File: src/sv/vnl_pkg.sv
`timescale 1ns / 1ps
// Shared widths, pipeline stage map and types for the vector normalise unit.
// No dependencies.
package vnl_pkg;

  localparam int CW      = 16;            // component width, Q8.8
  localparam int UF      = 14;            // fraction bits of a unit component
  localparam int MAXC    = 4;             // largest component count honoured
  localparam int NLANE   = 4;             // component slots per item
  localparam int CNTW    = 3;
  localparam int CNT_MIN = 2;

  localparam int SQW  = 2 * CW + 1;       // squared length, Q17.16
  localparam int LENW = CW + 1;           // length, Q9.8
  localparam int UW   = UF + 2;           // unit component, Q2.14
  localparam int RATW = 2 * UF + 1;       // scaled ratio c^2 * 2^(2UF) / S

  // stage map of the pipeline
  localparam int ST_MAG  = 0;
  localparam int ST_SQR  = 1;
  localparam int ST_SUM  = 2;
  localparam int ST_DIV  = 3;
  localparam int DIV_ST  = RATW;          // one quotient bit per stage
  localparam int ST_RT   = ST_DIV + DIV_ST;
  localparam int RT_ST   = LENW;          // one root bit per stage
  localparam int ST_OUT  = ST_RT + RT_ST;
  localparam int NSTG    = ST_OUT + 1;

  localparam int IN_W  = ((CNTW + NLANE * CW + 7) / 8) * 8;
  localparam int OUT_W = ((SQW + LENW + NLANE * UW + 7) / 8) * 8;

  typedef logic signed [CW-1:0] comp_t;
  typedef logic signed [UW-1:0] unit_t;
  typedef logic [NSTG-1:0]      stage_en_t;

endpackage

File: src/sv/vnl_sqrt.sv
`timescale 1ns / 1ps
// Pipelined integer square root, one root bit resolved per stage.
// Depends on vnl_pkg.
module vnl_sqrt (
  input  logic                       clk,
  input  logic [vnl_pkg::RT_ST-1:0]  en,
  input  logic [vnl_pkg::SQW-1:0]    v_in,
  output logic [vnl_pkg::LENW-1:0]   root
);
  import vnl_pkg::*;

  localparam int XW = 2 * LENW + 1;

  logic [XW-1:0]   x_r [RT_ST-1];
  logic [LENW-1:0] r_r [RT_ST];

  for (genvar s = 0; s < RT_ST; s++) begin : g_stage
    localparam int B = LENW - 1 - s;
    logic [XW-1:0]   x_in, t, x_nxt;
    logic [LENW-1:0] r_in, r_nxt;
    logic            ge;

    if (s == 0) begin : g_first
      assign x_in = XW'(v_in);
      assign r_in = '0;
    end else begin : g_next
      assign x_in = x_r[s-1];
      assign r_in = r_r[s-1];
    end

    always_comb begin
      t     = (XW'(r_in) << (B + 1)) + (XW'(1) << (2 * B));
      ge    = (x_in >= t);
      x_nxt = ge ? (x_in - t) : x_in;
      r_nxt = ge ? (r_in | (LENW'(1) << B)) : r_in;
    end

    always_ff @(posedge clk) begin
      if (en[s]) begin
        r_r[s] <= r_nxt;
      end
    end

    if (s < RT_ST - 1) begin : g_keep
      always_ff @(posedge clk) begin
        if (en[s]) begin
          x_r[s] <= x_nxt;
        end
      end
    end
  end

  assign root = r_r[RT_ST-1];

endmodule

File: config.mk
export PLATFORM = sky130hd
export DESIGN_NAME = vnl_sqrt
export DESIGN_NICKNAME = d
export VERILOG_FILES = /design/src/sv/vnl_pkg.sv /design/src/sv/vnl_sqrt.sv
export SDC_FILE = /design/constraint.sdc
export NUM_CORES = 1
export LEC_CHECK = 0
export BUFFER_PORTS_ARGS = -buffer_cell sky130_fd_sc_hd__buf_2
export CAP_MARGIN = 20
export CORE_MARGIN = 8
export CORE_UTILIZATION = 52
export DETAILED_ROUTE_END_ITERATION = 8
export GPL_TIMING_DRIVEN = 0
export PLACE_DENSITY = 0.76
export SLEW_MARGIN = 10
export SYNTH_ARGS = -nofsm -noshare
export SYNTH_HDL_FRONTEND = slang
export SYNTH_SLANG_ARGS = --single-unit
File: constraint.sdc
create_clock -name clk -period 8.8 [get_ports clk]
set_input_delay 0.44 -clock clk [delete_from_list [all_inputs] [get_ports clk]]
set_output_delay 0.44 -clock clk [all_outputs]
set_load 0.02 [all_outputs]
== Word level (Yosys, flattened, before mapping) ==
Memories as Yosys holds them, arrays and structs flattened.
Cells that the tools add are included.

* $add $sub $neg: 32
* Order comparisons: 17
* Multiplexer cells: 67

{| class="wikitable"
|+ Operators by type and width
! cell !! number
|-
| $mux 35 || 16
|-
| $ge 35x19->1 || 1
|-
| $ge 35x20->1 || 1
|-
| $ge 35x21->1 || 1
|-
| $ge 35x22->1 || 1
|-
| $ge 35x23->1 || 1
|-
| $ge 35x24->1 || 1
|-
| $ge 35x25->1 || 1
|-
| $ge 35x26->1 || 1
|-
| $ge 35x27->1 || 1
|-
| $ge 35x28->1 || 1
|-
| $ge 35x29->1 || 1
|-
| $ge 35x30->1 || 1
|-
| $ge 35x31->1 || 1
|-
| $ge 35x32->1 || 1
|-
| $ge 35x33->1 || 1
|-
| $ge 35x34->1 || 1
|-
| $mux 1 || 35
|-
| $sub 35x20->35 || 1
|-
| $sub 35x21->35 || 1
|-
| $sub 35x22->35 || 1
|-
| $sub 35x23->35 || 1
|-
| $sub 35x24->35 || 1
|-
| $sub 35x25->35 || 1
|-
| 43 further kinds || 43
|}

* Register bits after elaboration: 0
* Bits in writable memories: 849
* Input bits: 51
* Output and inout port bits: 17
* Logic and storage cells: 118
* Memories kept: 2

{| class="wikitable"
|+ Memory list
! memory !! depth !! bits a word !! read ports !! clocked after memory_dff !! write ports !! RTL line !! RTL
|-
| x_r || 16 || 35 || 16 || 0 || 16 || vnl_sqrt.sv:14 || <nowiki>logic [XW-1:0] x_r [RT_ST-1];</nowiki>
|-
| r_r || 17 || 17 || 17 || 0 || 17 || vnl_sqrt.sv:15 || <nowiki>logic [LENW-1:0] r_r [RT_ST];</nowiki>
|}

== Longest topological paths before layout ==
Gate-level depths: netlist of the first run.
An unclocked memory read counts as a cell.

* Depth in word-level cells: 4
* Mapped depth: 13
* Gate-level depth less buffers: 10

== Least setup slack after synthesis of the first run ==
No wires, ideal clock.

* Path kind: reg-to-reg
* Start: mem x_r[1][55] (netlist name)
* End: mem x_r[1][93] (netlist name), data pin
* Library setup time: 260 ps
* Arrival time: 2581 ps
* Required time: 8540 ps
* Path slack: 5958 ps
* Stages on the path, launching flop included: 13
* Buffers on the path: 3
* Clock period less this slack: 2842 ps
* Cells stage by stage: edfxtp_1 ha_1 clkbuf_1 a21o_1 a21o_1 a221o_1 a2111oi_2 and2_1 buf_4 inv_1 buf_2 nor2_1 a21oi_1

{| class="wikitable"
|+ RTL lines
! element !! RTL line
|-
| start, declared || vnl_sqrt.sv:14
|}

==> metrics.md, run 1 <==
| Metric | Value |
|---|---|
| Status | completed |
| Hold crit path type | input pin to flip-flop |
| Clock root cell | clkbuf_16 |
| Fraction of layout cells with a size suffix above 1 | 0.0825 |
| Max-slew violation count | 0 |
| Routed Antenna Nets | 0 |
| EDFF count, synth | 712 |
| Max Freq | 262 MHz |
| Rel. slew slack | 0.300 |
| Hold Vio Cnt, Final | 0 |
| Final HPWL DP | 52,900 um |
| Cells after Synth | 2,593 |
| Inserted Clock Buffers | 74 |
| Distinct cells, synth | 80 |
| Commonest non-fill, non-tap cells in the layout | edfxtp_1, inv_1, nor2_1 |
| Final nets | 2,988 |
| Crit Path Class | flip-flop to flip-flop |
| Largest net degree at the start of global routing | 52 |
| Critical path fanouts, max | 10 |
| Area growth, synth to finish | 12.2% |
| Global-route wire length before repair | 112,000 um |
| Crit share post-route | 0.433 |
| Die height | 270 um |
| CTS tree | yes |
| Detailed router's first-iteration violation count | 1,727 |
| Leak pwr | 14.1 nW |
| Initial Util | 0.524 |
| Async SR Flop Fraction | 0 |
| Ys flop type | edfxtp_1 |
| Port Buffers | 66 |
| Net Sw Frac | 0.268 |
| Pre-antenna DRT Iters | 6 |
| Register bit total from synthesis | 712 |
| Core area | 64,200 um^2 |
| Sequential share of power | 0.510 |
| Post-Syn Area | 33,600 um^2 |
| CTS Hold Bufs | 33 |
| Gpl congestion | 0.918 |
| Drt via density | 5.73 |
| Vias | 21,100 |
| DR WL/cell | 19.1 um |
| CP Capture Type | flip-flop |
| Crit path cell chain | inv_1 > ha_1 > o211ai_1 > nand2_1 > a21oi_1 > o311ai_0 > a211oi_1 > clkbuf_1 > o21ai_0 |
| Vias in the first global route | 21,500 |
| Post-synthesis sequential area ratio | 0.636 |
| Std-Cell Rows | 93 |
| Routed WL | 70,200 um |
| Min Tclk post-route | 3810 ps |
| Critical path required time | 9110 ps |
| Worst skew pair latency | 620 ps |
| Clock Skew | 40.3 ps |
| Syn Area/Cell | 13.0 um^2 |
| Die area | 73,100 um^2 |
| Clock Power Share | 0.337 |
| Clock buffer depth | 3 |
| Drt drc | 0 |
| P_sw | 0.00235 W |
| Max IR drop VDD | 214 uV |
| Power per cell area | 233 nW/um^2 |
| # setup viols final | 0 |
| TNS Setup | 0 ps |
| Clock slew at reported path FFs | 60 ps |
| Die Wd | 270 um |
| Tot Pwr | 0.00879 W |
| Clock sink total | 712 |
| WP buf/inv | 2 |
| Max_cap viols | 0 |
| Worst hold slack | 285 ps |
| Slowest CP cell | a211oi_1 |
| Internal power component | 0.00644 W |
| Post-CTS setup buffers | 0 |
| Ys Warns | 0 |
| Critical path's top delay family | compound AO/OA/AOI/OAI gates |
| Arr. time, crit path | 4120 ps |
| Most common cell after layout, fill and taps aside | edfxtp_1 |
| Crit path largest cell delay | 940 ps |
| RSZ-0062 raised after global routing | false |
| GRT Util Overall | 0.188 |
| H-tree depth | 3 |
| ANT cells | 0 |
| Nature of the critical path startpoint | flip-flop |
| Comb pwr share | 0.153 |
| GR Overflow Total | 0 |
| Least-Margin Pin Slew | 1040 ps |
| IO Pins | 68 |
| Initial antenna violation count | 0 |
| PostCTS Resize Cnt | 0 |
cell families (layout without fill, tap and decap cells):
family | count (synthesis) | count (layout) | share of synthesized area
simple gates | 752 | 752 | 0.118
fa+ha+maj | 166 | 166 | 0.0618
compound gates | 449 | 449 | 0.0863
xor+xnor | 228 | 228 | 0.0594
other cells | 1 | 2 | 0.000112
mux | 29 | 29 | 0.00952
buf+inv | 256 | 487 | 0.0294
flops | 712 | 712 | 0.636
final timing paths:
path | start | cells after the start | to | slack, ps
setup / recovery | r_r[0][192] | 9 | x_r[1][161] | 4990
hold / removal | en[16] | 1 | r_r[0][286] | 290
setup reg to reg | r_r[0][192] | 9 | x_r[1][161] | 4990
hold reg to reg | x_r[1][35] | 0 | x_r[1][70] | 440
routing by layer:
layer  part of all wire  global-route usage  wire length, um
met1               0.37               0.197            25900
met2               0.56               0.373            39000
met3              0.036              0.0273             2560
met4              0.039              0.0714             2720
met5                  0                   0                0
final cells by class:
class	instances	area [um^2]
flip-flops and latches	712	21400
clock inverters	41	402
plain buffers	36	161
clock buffers	89	1910
inverters	220	828
fillers	4908	26500
well taps	855	1070
multi-input cells	1626	11300
repair buffers	101	716
per-stage QoR:
step,instances,setup WS (ps),cell area (um^2),utilization
global route,3680,4830,37700,0.587
global placement,3515,5070,35000,0.545
floorplan,2594,5960,33600,-
CTS,3678,4980,37700,0.587
detailed placement,3515,5030,35000,0.545
finish,3680,4990,37700,0.587
cell usage after synthesis, types with 23 or more instances:
master | n | area [um^2]
nor2_1 | 171 | 642
xnor2_1 | 120 | 1050
inv_1 | 216 | 811
o21a_1 | 34 | 255
nand3_1 | 38 | 190
nor2b_1 | 24 | 150
nand2_1 | 159 | 597
o21ai_0 | 126 | 631
nor4_1 | 80 | 500
nor3_1 | 68 | 340
nand2b_1 | 26 | 163
nand4_1 | 43 | 269
a21oi_1 | 101 | 505
o31ai_1 | 23 | 173
a21o_1 | 36 | 270
edfxtp_1 | 712 | 21400
xor2_1 | 108 | 946
or3_1 | 25 | 156
ha_1 | 166 | 2080
power by group through the flow:
stage | clock network [W] | registers [W] | logic [W]
floorplan | 0 | 0.00444 | 0.000973
global placement | 0 | 0.00453 | 0.00127
detailed placement | 0 | 0.00455 | 0.00131
CTS | 0.00302 | 0.00448 | 0.00133
global route | 0.00315 | 0.00452 | 0.00149
finish | 0.00296 | 0.00448 | 0.00134
flip-flops by register name (all words and copies together) (netlist names):
name and count:
r_r 153, x_r 559
(Power assumes the default switching activity.)
==> run 2, diff against run 1 <==
- clock period: 8.8 -> 3.69 ns (I/O delays scaled with it)
==> run 2 against run 1 <==
Against the previous run: die area is the same; sequential power grew 140%; count of clock-buffer cells in the layout is the same; highest routed layer unchanged.
==> metrics.md, run 2 (same netlist as run 1, synthesis figures left out) <==
| Metric | Value |
|---|---|
| Vias in the first global route | 21,500 (+0.0047%) |
| Arr. time, crit path | 3810 ps (-310 ps) |
| Max_cap viols | 0 (unchanged) |
| Rel. slew slack | 0.295 (-0.00518) |
| H-tree depth | 3 (unchanged) |
| Clock slew at reported path FFs | 60 ps (about the same) |
| Clock sink total | 712 (unchanged) |
| CP Capture Type | flip-flop |
| Core area | 64,200 um^2 (unchanged) |
| Initial Util | 0.524 (unchanged) |
| Critical path's top delay family | compound AO/OA/AOI/OAI gates |
| GR Overflow Total | 0 (unchanged) |
| Crit path cell chain | inv_1 > ha_1 > o211ai_1 > nand2_1 > a21oi_1 > o311ai_0 > clkbuf_2 > a211oi_2 > clkbuf_1 > o21ai_0 |
| # setup viols final | 0 (unchanged) |
| Critical path fanouts, max | 10 (unchanged) |
| Worst slack, placed | -79.5 ps (-5110 ps) |
| Final HPWL DP | 52,900 um (unchanged) |
| Global-route wire length before repair | 112,000 um (about the same) |
| Leak pwr | 14.1 nW (+0.13%) |
| Tot Pwr | 0.0210 W (+140%) |
| DR WL/cell | 19.1 um (about the same) |
| Least-Margin Pin Slew | 1060 ps (+20.9 ps) |
| GRT Util Overall | 0.188 (about the same) |
| Drt via density | 5.72 (about the same) |
| Biggest register | x_r |
| Std-Cell Rows | 93 (unchanged) |
| Detailed router's first-iteration violation count | 1,752 (+1.4%) |
| Clock Skew | 40.7 ps (+0.418 ps) |
| Worst R2R Start | r_r[0][192] |
| Routed Antenna Nets | 0 (unchanged) |
| Final setup margin | 189 ps (-4800 ps) |
| Hold crit path type | input pin to flip-flop |
| Crit path launch | r_r[0][192] |
| Max-slew violation count | 0 (unchanged) |
| Largest register FFs | 559 (unchanged) |
| Max IR drop VDD | 509 uV (+140%) |
| Pre-antenna DRT Iters | 9 (+3) |
| Routed WL | 70,200 um (about the same) |
| ANT cells | 0 (unchanged) |
| CTS tree | yes |
| WP buf/inv | 3 (+1) |
| Max Freq | 286 MHz (+8.9%) |
| Top Registers | x_r: 559 flops, r_r: 153 flops |
| Area growth, synth to finish | 12.3% (about the same) |
| Die area | 73,100 um^2 (unchanged) |
| GR Util met1 | 0.197 (-0.000408) |
| Worst skew pair latency | 620 ps (about the same) |
| Port Buffers | 66 (unchanged) |
| Drt drc | 0 (unchanged) |
| Largest net degree at the start of global routing | 52 (unchanged) |
| Status | completed |
| RSZ-0062 raised after global routing | false |
| Fraction of layout cells with a size suffix above 1 | 0.0842 (+0.00171) |
| Commonest non-fill, non-tap cells in the layout | edfxtp_1, inv_1, nor2_1 |
| Hold Vio Cnt, Final | 0 (unchanged) |
| Die height | 270 um (unchanged) |
| Gpl congestion | 0.918 (unchanged) |
| Clock buffer depth | 3 (unchanged) |
| Met2 usage | 0.373 (about the same) |
| Clock root cell | clkbuf_16 |
| IO Pins | 68 (unchanged) |
| Crit Path Class | flip-flop to flip-flop |
| Inserted Clock Buffers | 74 (unchanged) |
| Final nets | 2,990 (+0.067%) |
| Initial antenna violation count | 0 (unchanged) |
| Slowest CP cell | a211oi_2 |
| Most used routing layer in global routing | met2 |
| Critical path required time | 4000 ps (-5110 ps) |
| Power per cell area | 555 nW/um^2 (+140%) |
| Crit share post-route | 0.949 (+0.515) |
| Crit path largest cell delay | 550 ps (-390 ps) |
| Most common cell after layout, fill and taps aside | edfxtp_1 |
| Hold Startpoint | en[16] |
| Die Wd | 270 um (unchanged) |
| Nature of the critical path startpoint | flip-flop |
| Min Tclk post-route | 3500 ps (-313 ps) |
| Vias | 21,100 (+0.033%) |
| Met3 Track Usage GR | 0.0273 (unchanged) |
run 2: cell types whose count changed in the layout (fill, tap and decap cells not counted):
cell	delta
a211oi_1	-1
clkbuf_1	-1
a2111oi_1	+1
buf_4	+1
buf_1	-1
clkbuf_2	+3
a2111oi_0	-1
a2111oi_2	-1
a211oi_2	+1
a2111oi_4	+1
run 2: what timing repair did:
action                     CTS  global route
setup endpoints to repair   10            10
pin swaps                    0             1
hold endpoints to repair    33             0
gates resized for setup      1             5
hold buffers                33             0
gates cloned                 0             0
buffers inserted             0             1
run 2: report_power, final:
part,total (W),internal [W],switching [W]
sequential,0.0107,0.0100,0.000644
clock,0.00706,0.00395,0.00311
combinational,0.00322,0.00135,0.00187
total,0.0210,0.0154,0.00562
run 2: final cells by class:
| type | count | area (um^2) |
|---|---|---|
| timing repair buffer | 103 | 728 |
| tap | 855 | 1070 |
| inverter | 220 | 828 |
| clock buffer | 89 | 1910 |
| buffer | 36 | 164 |
| sequential | 712 | 21400 |
| clock inverter | 41 | 402 |
| fill | 4903 | 26500 |
| multi-input combinational | 1626 | 11300 |
run 2: metrics by stage:
step	util	hold WS, ps	cell area (um^2)	TNS, ps	instances
2_1_floorplan	-	283	33600	0	2594
3_3_place_gp	0.545	352	35000	-35.4	3515
3_5_place_dp	0.545	356	35000	-360	3515
4_1_cts	0.587	9.60	37700	0	3678
5_1_grt	0.588	15.0	37800	0	3682
6_report	0.588	32.4	37800	0	3682
run 2: layer usage:
metal,share of wire,up-vias
met4,0.039,0
met2,0.55,527
met1,0.37,10300
li1,-,10100
met5,0,-
met3,0.036,175
run 2: final timing paths:
kind / endpoint / slack (ps) / depth (start not counted)
worst max-delay path: x_r[1][161] / 190 / 10
worst max register to register: x_r[1][161] / 190 / 10
worst min register to register: r_r[0][281] / 440 / 0
worst min-delay path: r_r[0][286] / 30 / 1
==> run 3, diff against run 2 <==
- CORE_UTILIZATION: 52 -> 26
- PLACE_DENSITY: 0.76 -> 0.48
==> run 3 against run 2 <==
Against the previous run: core utilization down 29 points; flip-flop and latch count stayed put; clock power grew 4.2%; largest cell class unchanged; highest routed layer is now met5.
==> metrics.md, run 3 (same netlist as run 1, synthesis figures left out) <==
| Metric | Value |
|---|---|
| Comb pwr share | 0.149 (-0.004) |
| Biggest register | x_r |
| Sequential cell area | 21,400 um^2 (unchanged) |
| Final HPWL DP | 52,200 um (-1.2%) |
| Routed WL | 67,200 um (-4.2%) |
| H-tree depth | 3 (unchanged) |
| Hold crit path type | input pin to flip-flop |
| Sequential share of power | 0.504 (-0.006) |
| Inserted Clock Buffers | 77 (+4.1%) |
| Crit Path Class | flip-flop to flip-flop |
| Least-Margin Pin Slew | 1000 ps (-56.0 ps) |
| Commonest non-fill, non-tap cells in the layout | edfxtp_1, inv_1, nor2_1 |
| Worst hold slack | 143 ps (+111 ps) |
| Met2 WL | 36,500 um (-6.3%) |
| IO Pins | 68 (unchanged) |
| Nature of the critical path startpoint | flip-flop |
| Detailed router's first-iteration violation count | 841 (-52%) |
| Crit share post-route | 0.943 (-0.00624) |
| Status | completed |
| Critical path fanouts, max | 10 (unchanged) |
| Die area | 141,000 um^2 (+93%) |
| Drt drc | 0 (unchanged) |
| Port Buffers | 66 (unchanged) |
| Core area | 129,000 um^2 (+100%) |
| Initial antenna violation count | 5 (+5) |
| Die height | 376 um (+39%) |
| Final nets | 2,998 (+0.27%) |
| GRT Util Overall | 0.0951 (-0.0929) |
| Top Metal Used | met5 |
| Arr. time, crit path | 3880 ps (+70 ps) |
| Clock buffer depth | 3 (unchanged) |
| Worst skew pair latency | 660 ps (+40 ps) |
| DR WL/cell | 14.7 um (-23%) |
| TNS Setup | 0 ps (unchanged) |
| Met3 wire length | 2060 um (-19%) |
| # setup viols final | 0 (unchanged) |
| RSZ-0062 raised after global routing | false |
| Placed cell areas | 36,100 um^2 (+3.2%) |
| CTS tree | yes |
| Footprint of the multi-input gates | 11,300 um^2 (about the same) |
| GR Overflow Total | 0 (unchanged) |
| Fillers | 13,000 (+170%) |
| Max IR drop VDD | 375 uV (-26%) |
| Net Sw Frac | 0.263 (-0.00526) |
| Vias in the first global route | 20,800 (-3.0%) |
| Std-Cell Rows | 132 (+42%) |
| Routed Antenna Nets | 0 (unchanged) |
| P_sw | 0.00555 W (-1.2%) |
| Clock sink total | 712 (unchanged) |
| Most common cell after layout, fill and taps aside | edfxtp_1 |
| Clock root cell | clkbuf_16 |
| Clock slew at reported path FFs | 60 ps (about the same) |
| Global-route wire length before repair | 108,000 um (-2.9%) |
| Largest register FFs | 559 (unchanged) |
| Rel. slew slack | 0.333 (+0.0373) |
| Met1 wire length | 25,500 um (-1.9%) |
| Gpl congestion | 0.853 (-7.0%) |
| Clock Power Share | 0.348 (+0.011) |
| CP Capture Type | flip-flop |
| Min Tclk post-route | 3480 ps (-23.0 ps) |
| Hold Vio Cnt, Final | 0 (unchanged) |
| Leak pwr | 14.2 nW (+0.52%) |
| Top Registers | x_r: 559 flops, r_r: 153 flops |
| Vias | 19,800 (-6.2%) |
| Critical path required time | 4090 ps (+90 ps) |
| Clock Skew | 38.7 ps (-2.00 ps) |
| Max-slew violation count | 0 (unchanged) |
| Drt via density | 4.32 (-25%) |
| Die Wd | 376 um (+39%) |
| Fraction of layout cells with a size suffix above 1 | 0.0856 (+0.00144) |
| Initial Util | 0.261 (-0.263) |
| Power per cell area | 542 nW/um^2 (-2.5%) |
| Tot Pwr | 0.0211 W (+0.80%) |
| Pre-antenna DRT Iters | 7 (-2) |
| Area growth, synth to finish | 16.1% |
| Max_cap viols | 0 (unchanged) |
| Design Area, Final | 39,000 um^2 (+3.4%) |
| Largest net degree at the start of global routing | 52 (unchanged) |
| Internal power component | 0.0156 W (+1.5%) |
| Max Freq | 288 MHz (+0.66%) |
==> run 3: cell types whose count changed in the layout (fill, tap and decap cells not counted), sizes merged <==
cell,previous run,this run
diode,0,2
buf,82,84
clkbuf,113,121
bufinv,3,4
dlygate4sd3,33,36
inv,223,225
clkinv,34,29
==> run 3: layout make-up <==
cell class | count | share of cell area
Tap cell | 1742 | 0.0558
Multi-Input combinational cell | 1626 | 0.289
Clock inverter | 39 | 0.0111
Inverter | 220 | 0.0212
Buffer | 36 | 0.00420
Sequential cell | 712 | 0.548
Clock buffer | 97 | 0.0513
Timing Repair Buffer | 108 | 0.0193
Antenna cell | 2 | 0.000128
==> run 3: repair_timing <==
action,in CTS,in global routing
pin swaps,0,1
buffers inserted,0,1
endpoints found under the hold margin,50,29
hold buffers,34,2
resized for setup,2,6
cloned,0,0
setup endpoints to repair,11,17
==> run 3: path summary, 6_finish.rpt <==
check	cells after the start	slack, ps	startpoint	endpoint
setup reg to reg	10	210	x_r[1][187]	x_r[1][242]
setup / recovery	10	210	x_r[1][187]	x_r[1][242]
hold reg to reg	0	430	x_r[1][36]	x_r[1][71]
hold / removal	1	140	en[0]	x_r[0][28]
==> run 3: through the flow <==
step | utilization | instances | setup slack, ps
2_1_floorplan | - | 2594 | 848
3_3_place_gp | 0.280 | 4402 | -134
3_5_place_dp | 0.280 | 4402 | -133
4_1_cts | 0.302 | 4572 | 75.0
5_1_grt | 0.303 | 4580 | 17.2
6_report | 0.303 | 4582 | 212
==> run 3: power groups by stage <==
stage / sequential [W] / combinational [W] / clock, W
floorplan: 0.0106 / 0.00232 / 0
global placement: 0.0108 / 0.00310 / 0
detailed placement: 0.0108 / 0.00311 / 0
CTS: 0.0107 / 0.00316 / 0.00764
global route: 0.0108 / 0.00356 / 0.00794
finish: 0.0106 / 0.00314 / 0.00736
==> run 3: routing by layer <==
layer,track usage,up-vias
met5,0,-
met2,0.187,308
met3,0.0184,175
li1,-,10100
met4,0.0457,2
met1,0.0947,9161
==> run 3: critical path, stage by stage (launching register included) <==
cell and delay, ps:
edfxtp_1 410, ha_1 390, nand2_1 80, or3_1 370, a31oi_1 390, nand3_1 200
and3_1 240, inv_1 200, clkbuf_1 570, nand4_1 210, xnor2_1 170
